===== config.mk =====
export PLATFORM = sky130hd
export DESIGN_NAME = hsds_ctrl
export DESIGN_NICKNAME = d
export VERILOG_FILES = /design/src/sv/hsds_pkg.sv /design/src/sv/hsds_ctrl.sv
export SDC_FILE = /design/constraint.sdc
export NUM_CORES = 2
export LEC_CHECK = 0
export BUFFER_PORTS_ARGS = -buffer_cell sky130_fd_sc_hd__buf_2
export CAP_MARGIN = 25
export CORE_MARGIN = 2
export CORE_UTILIZATION = 45
export DETAILED_ROUTE_END_ITERATION = 16
export HOLD_SLACK_MARGIN = 0.02
export PLACE_DENSITY = 0.58
export SLEW_MARGIN = 20
export SYNTH_ARGS = -nofsm -noshare
export SYNTH_HDL_FRONTEND = slang
export SYNTH_SLANG_ARGS = --single-unit

===== constraint.sdc =====
create_clock -name clk -period 4.7 [get_ports clk]
set_input_delay 0.705 -clock clk [delete_from_list [all_inputs] [get_ports clk]]
set_output_delay 0.705 -clock clk [all_outputs]
set_load 0.01 [all_outputs]

===== src/sv/hsds_pkg.sv =====
// ----------------------------------------------------------------------------
// hsds_pkg: shared types and constants of the bucketed hash set
// Operation codes, sequencer states, the reset bucket count and the sum width.
// ----------------------------------------------------------------------------
package hsds_pkg;

	localparam logic [1:0] OP_INSERT = 2'd0;
	localparam logic [1:0] OP_REMOVE = 2'd1;
	localparam logic [1:0] OP_TEST   = 2'd2;

	localparam logic [4:0] BUCKET_COUNT_RESET = 5'd16;

	localparam int unsigned SUM_W = 16;

	typedef enum logic [2:0] {
		ST_IDLE,
		ST_DIGIT,
		ST_MOD,
		ST_SCAN,
		ST_WAIT,
		ST_DONE
	} state_t;

endpackage


===== src/sv/hsds_ctrl.sv =====
// ----------------------------------------------------------------------------
// hsds_ctrl: request sequencer
// Reduces the sum modulo the bucket count by repeated subtraction, scans the
// bucket one slot per cycle and applies the update.
// ----------------------------------------------------------------------------
module hsds_ctrl #(
	parameter int unsigned NUM_BUCKETS  = 16,
	parameter int unsigned BUCKET_DEPTH = 8,
	parameter int unsigned KEY_WIDTH    = 32
) (
	input  logic                       clk,
	input  logic                       arst_n,
	input  logic                       s_tvalid,
	output logic                       s_tready,
	input  logic [1:0]                 op,
	input  logic [KEY_WIDTH-1:0]       key,
	input  logic [4:0]                 bucket_count,
	output logic                       ds_start,
	input  logic                       ds_done,
	input  logic [hsds_pkg::SUM_W-1:0] ds_sum,
	output logic                       m_tvalid,
	input  logic                       m_tready,
	output logic                       found,
	output logic                       status
);

	localparam int unsigned SLOTS = NUM_BUCKETS * BUCKET_DEPTH;
	localparam int unsigned AW    = (SLOTS > 1) ? $clog2(SLOTS) : 1;
	localparam int unsigned BW    = (NUM_BUCKETS > 1) ? $clog2(NUM_BUCKETS) : 1;
	localparam int unsigned DW    = (BUCKET_DEPTH > 1) ? $clog2(BUCKET_DEPTH) : 1;
	localparam int unsigned CW    = $clog2(BUCKET_DEPTH + 1);

	hsds_pkg::state_t state_q, state_d;

	logic [KEY_WIDTH-1:0]       keys_mem [SLOTS];
	logic [SLOTS-1:0]           valid_q;
	logic [KEY_WIDTH-1:0]       key_q;
	logic [1:0]                 op_q;
	logic [hsds_pkg::SUM_W-1:0] rem_q;
	logic [hsds_pkg::SUM_W-1:0] mod_n;
	logic [CW-1:0]              idx_q;
	logic                       hit_q, free_ok_q;
	logic [DW-1:0]              hit_slot_q, free_slot_q;
	logic                       found_q, status_q;
	logic [AW-1:0]              base;
	logic [AW-1:0]              rd_addr;
	logic [KEY_WIDTH-1:0]       rd_key_q;
	logic                       rd_valid_q;
	logic                       rd_pend_q;
	logic [DW-1:0]              rd_slot_q;
	logic                       last_idx;

	always_comb begin
		if (bucket_count == 5'd0) begin
			mod_n = hsds_pkg::SUM_W'(1);
		end else if (32'(bucket_count) > NUM_BUCKETS) begin
			mod_n = hsds_pkg::SUM_W'(NUM_BUCKETS);
		end else begin
			mod_n = hsds_pkg::SUM_W'(bucket_count);
		end
	end

	assign base     = AW'(32'(BW'(rem_q)) * BUCKET_DEPTH);
	assign rd_addr  = base + AW'(idx_q);
	assign last_idx = idx_q == CW'(BUCKET_DEPTH);

	always_comb begin
		state_d = state_q;
		unique case (state_q)
			hsds_pkg::ST_IDLE:  if (s_tvalid) state_d = hsds_pkg::ST_DIGIT;
			hsds_pkg::ST_DIGIT: if (ds_done) state_d = hsds_pkg::ST_MOD;
			hsds_pkg::ST_MOD:   if (rem_q < mod_n) state_d = hsds_pkg::ST_SCAN;
			hsds_pkg::ST_SCAN:  if (last_idx) state_d = hsds_pkg::ST_WAIT;
			hsds_pkg::ST_WAIT:  if (!rd_pend_q) state_d = hsds_pkg::ST_DONE;
			hsds_pkg::ST_DONE:  if (m_tready) state_d = hsds_pkg::ST_IDLE;
			default:            state_d = hsds_pkg::ST_IDLE;
		endcase
	end

	always_comb begin
		s_tready = 1'b0;
		ds_start = 1'b0;
		m_tvalid = 1'b0;
		unique case (state_q)
			hsds_pkg::ST_IDLE: begin
				s_tready = 1'b1;
				ds_start = s_tvalid;
			end
			hsds_pkg::ST_DONE: m_tvalid = 1'b1;
			default: ;
		endcase
	end

	always_ff @(posedge clk or negedge arst_n) begin
		if (!arst_n) begin
			state_q   <= hsds_pkg::ST_IDLE;
			valid_q   <= '0;
			rd_pend_q <= 1'b0;
		end else begin
			state_q   <= state_d;
			rd_pend_q <= state_q == hsds_pkg::ST_SCAN && !last_idx;
			if (state_q == hsds_pkg::ST_WAIT && !rd_pend_q) begin
				if (op_q == hsds_pkg::OP_INSERT && !hit_q && free_ok_q) begin
					valid_q[base + AW'(free_slot_q)] <= 1'b1;
				end else if (op_q == hsds_pkg::OP_REMOVE && hit_q) begin
					valid_q[base + AW'(hit_slot_q)] <= 1'b0;
				end
			end
		end
	end

	// Key store: one read port during the scan, one write at the end.
	always_ff @(posedge clk) begin
		rd_key_q   <= keys_mem[rd_addr];
		rd_valid_q <= valid_q[rd_addr];
		rd_slot_q  <= DW'(idx_q);
		if (state_q == hsds_pkg::ST_WAIT && !rd_pend_q && op_q == hsds_pkg::OP_INSERT
				&& !hit_q && free_ok_q) begin
			keys_mem[base + AW'(free_slot_q)] <= key_q;
		end
	end

	always_ff @(posedge clk) begin
		unique case (state_q)
			hsds_pkg::ST_IDLE: begin
				key_q <= key;
				op_q  <= op;
			end
			hsds_pkg::ST_DIGIT: begin
				rem_q     <= ds_sum;
				idx_q     <= '0;
				hit_q     <= 1'b0;
				free_ok_q <= 1'b0;
			end
			hsds_pkg::ST_MOD: if (rem_q >= mod_n) rem_q <= rem_q - mod_n;
			default: ;
		endcase
		if (state_q == hsds_pkg::ST_SCAN && !last_idx) idx_q <= idx_q + CW'(1);
		if (rd_pend_q) begin
			if (rd_valid_q) begin
				if (!hit_q && rd_key_q == key_q) begin
					hit_q      <= 1'b1;
					hit_slot_q <= rd_slot_q;
				end
			end else if (!free_ok_q) begin
				free_ok_q   <= 1'b1;
				free_slot_q <= rd_slot_q;
			end
		end
		if (state_q == hsds_pkg::ST_WAIT && !rd_pend_q) begin
			found_q  <= hit_q;
			status_q <= op_q == hsds_pkg::OP_INSERT && !hit_q && !free_ok_q;
		end
	end

	assign found  = found_q;
	assign status = status_q;

endmodule


==> impl_metrics.tcl <==
set metrics [dict create \
    vdd_drop_max_mv 0.438 \
    fin_worst_skew_ns 0.0957 \
    synth_common_cells "edfxtp_1 (4,158), mux2i_1 (2,112), a22o_1 (529)" \
    synth-edff-count 4158 \
    dieArea_sq_um 378000 \
    synthTopCellsByArea "edfxtp_1 (74%), mux2i_1 (13%), a22o_1 (2.8%)" \
    wire_per_inst_um 32.0 \
    cts_tree "yes" \
    rsz0062_at_grt "no" \
    cellLeakagePower_nw 65.6 \
    start_util 0.451 \
    cts-root-buf "clkbuf_16" \
    yosysTopAreaCell "edfxtp_1" \
    status "complete, no violations" \
    core_area_sq_um 372000 \
    cp_max_fo 43 \
    end_kind "flop" \
    gp_congestion 0.909 \
    cts_sinks 4328 \
    cts.path.max_buffers 4 \
    yosysTopAreaCellShare 0.745 \
    cts.clk_slew.worst_paths_ns 0.06 \
    hold_violations 0 \
    syn_area_sq_um 168000 \
    area_delta_synth_final_pct 15.3 \
    arrival_ns 5.26 \
    rows 224 \
    synth_nets 9156 \
    synthArstFlopShare 0.0305 \
    period_needed_ns 4.34 \
    routed_via_density 6.04 \
    ys.flop_type "edfxtp_1" \
    max_clock_freq_ghz 0.230 \
    drc_errors 0 \
    max_slew_margin 0.148 \
    post_cts_resized 0 \
    syn_inst 9086 \
    finalSetupTns_ns 0 \
    crit_path_start_kind "flop" \
    routed_wl_um 483000 \
    hpwl_um 281000 \
    dieWidth_um 614 \
    cts_setup_buffers 0 \
    grt_max_degree 129 \
    p_per_area_nw_per_um2 627 \
    die_h_um 614 \
    track_usage 0.249 \
    yosysSeqAreaShare 0.769 \
    layout-drive-gt1-share 0.144 \
    worstMarginPinSlew_ns 1.26 \
    io_buffers 64 \
    num_vias 91000 \
    io_pins 65 \
    clock_latency_ns 1.01 \
    ant_nets 0 \
    required_ns 5.62 \
    synth_most_common_cell "edfxtp_1" \
    cts_buffers 443 \
    antenna_found_initial 49 \
    first_iter_violations 10600 \
    syn_area_per_cell_sq_um 18.5 \
    yosys_warnings 0 \
    drv_slew 0 \
    ys_seq_elements 4328 \
    htree_levels 5 \
    grt_pass1_wl_um 674000 \
    crit_type "flop to flop" \
    fin_area_sq_um 193000 \
    grt_pass1_vias 89300 \
    hp-class "input pin to flop" \
    num-nets-final 9734 \
    firstDrtPassIters 6 \
    fin_crit_sh 0.924 \
    synth.distinct_cells 51 \
    grt_remaining_overflow 0 \
    cap_violations 0 \
    setup_viol 0 \
    place_area_sq_um 179000 \
]
## path summary, 6_finish.rpt
| check | startpoint | endpoint | slack, ns | cells past startpoint |
|---|---|---|---|---|
| max | idx_q[0] | rd_key_q[24] | 0.36 | 9 |
| min | ds_sum[0] | rem_q[0] | 0.08 | 3 |
| min in group asynchronous | arst_n | valid_q[50] | 0.35 | 2 |
| max reg2reg | idx_q[0] | rd_key_q[24] | 0.36 | 9 |
| max in group asynchronous | arst_n | valid_q[82] | 3.03 | 4 |
| min reg2reg | rd_slot_q[0] | hit_slot_q[0] | 0.43 | 0 |
## area by class of cell
class | count | area, sq um
clock inverter | 248 | 2070
tap | 4972 | 6220
antenna | 53 | 133
multi-input combinational | 4172 | 37400
sequential | 4328 | 129000
fill | 29500 | 178000
inverter | 13 | 48.8
clock buffer | 578 | 12000
timing repair buffer | 706 | 6620
## sequential cells by signal, indices dropped and copies added, names as in the netlist, 2 cells and up
| name | flops |
|---|---|
| valid_q | 128 |
| hit_slot_q | 3 |
| key_q | 32 |
| idx_q | 4 |
| state_q | 3 |
| free_slot_q | 3 |
| rd_key_q | 32 |
| op_q | 2 |
| rem_q | 16 |
| rd_slot_q | 3 |
| keys_mem | 4096 |
## through the flow
step / setup slack [ns] / power (W) / std cells / util / hold slack (ns)
2_1_floorplan: 0.383 / 0.0687 / 9086 / - / 0.343
3_3_place_gp: 0.600 / 0.0869 / 14100 / 0.481 / 0.408
3_5_place_dp: 0.555 / 0.0874 / 14100 / 0.481 / 0.412
4_1_cts: 0.496 / 0.121 / 15000 / 0.520 / 0.0337
5_1_grt: 0.338 / 0.124 / 15100 / 0.520 / 0.0843
6_report: 0.358 / 0.121 / 15100 / 0.520 / 0.0794
## report_power, final
part / switching [W] / internal [W] / total [W]
registers: 0.000789 / 0.0462 / 0.0470
clock network: 0.0146 / 0.0195 / 0.0340
logic: 0.0272 / 0.0131 / 0.0402
total: 0.0425 / 0.0787 / 0.121
## metal layers
metal  track usage  vias up  share of wire
li1              -    38700              -
met1         0.341    47800           0.41
met2         0.393     3715           0.46
met3        0.0446      800          0.077
met4         0.109       16          0.047
met5             0        -        0.00026
## cell families after synthesis
kind of cell | synth area share
flip-flops | 0.769
adder cells (fa/ha/maj) | 0.000791
multiplexers | 0.126
XOR/XNOR | 0.00219
AND/OR/NAND/NOR | 0.0109
AO/OA/AOI/OAI | 0.0761
buffers and inverters | 0.0150
## critical path, stage by stage, from the launching register on
cell	delay, ns
edfxtp_1	0.81
buf_12	0.33
buf_12	0.33
buf_4	0.34
mux2i_1	0.12
a22o_1	0.24
a221oi_1	0.67
o22ai_1	0.20
o21ai_0	0.85
and4_1	0.30
## what timing repair did
item | 4_1_cts | 5_1_grt
endpoints found under the setup margin | 0 | 0
hold buffers | 46 | 0
hold endpoints to repair | 142 | 0
## cell usage in the layout (no fill, tap or decap), drive strengths merged, types with 4 or more instances in the layout
master / instances
o31ai: 4
mux2i: 2112
nor2: 211
clkbuf: 579
bufinv: 28
dlygate4sd3: 46
buf: 659
nand2b: 7
nor4: 10
o211ai: 4
xnor2: 10
a221oi: 528
ha: 9
xor2: 32
clkinv: 198
dfrtp: 132
diode: 53
a21oi: 51
a2bb2oi: 48
and4: 33
or3: 10
nand4: 5
o22ai: 265
nor3: 18
or4: 6
o21ai: 147
nand2: 50
nand3b: 4
o22a: 32
nor2b: 7
and2: 4
clkinvlp: 9
a22o: 529
edfxtp: 4158
dfxtp: 38
inv: 26
nand3: 15
(Power assumes the default switching activity.)
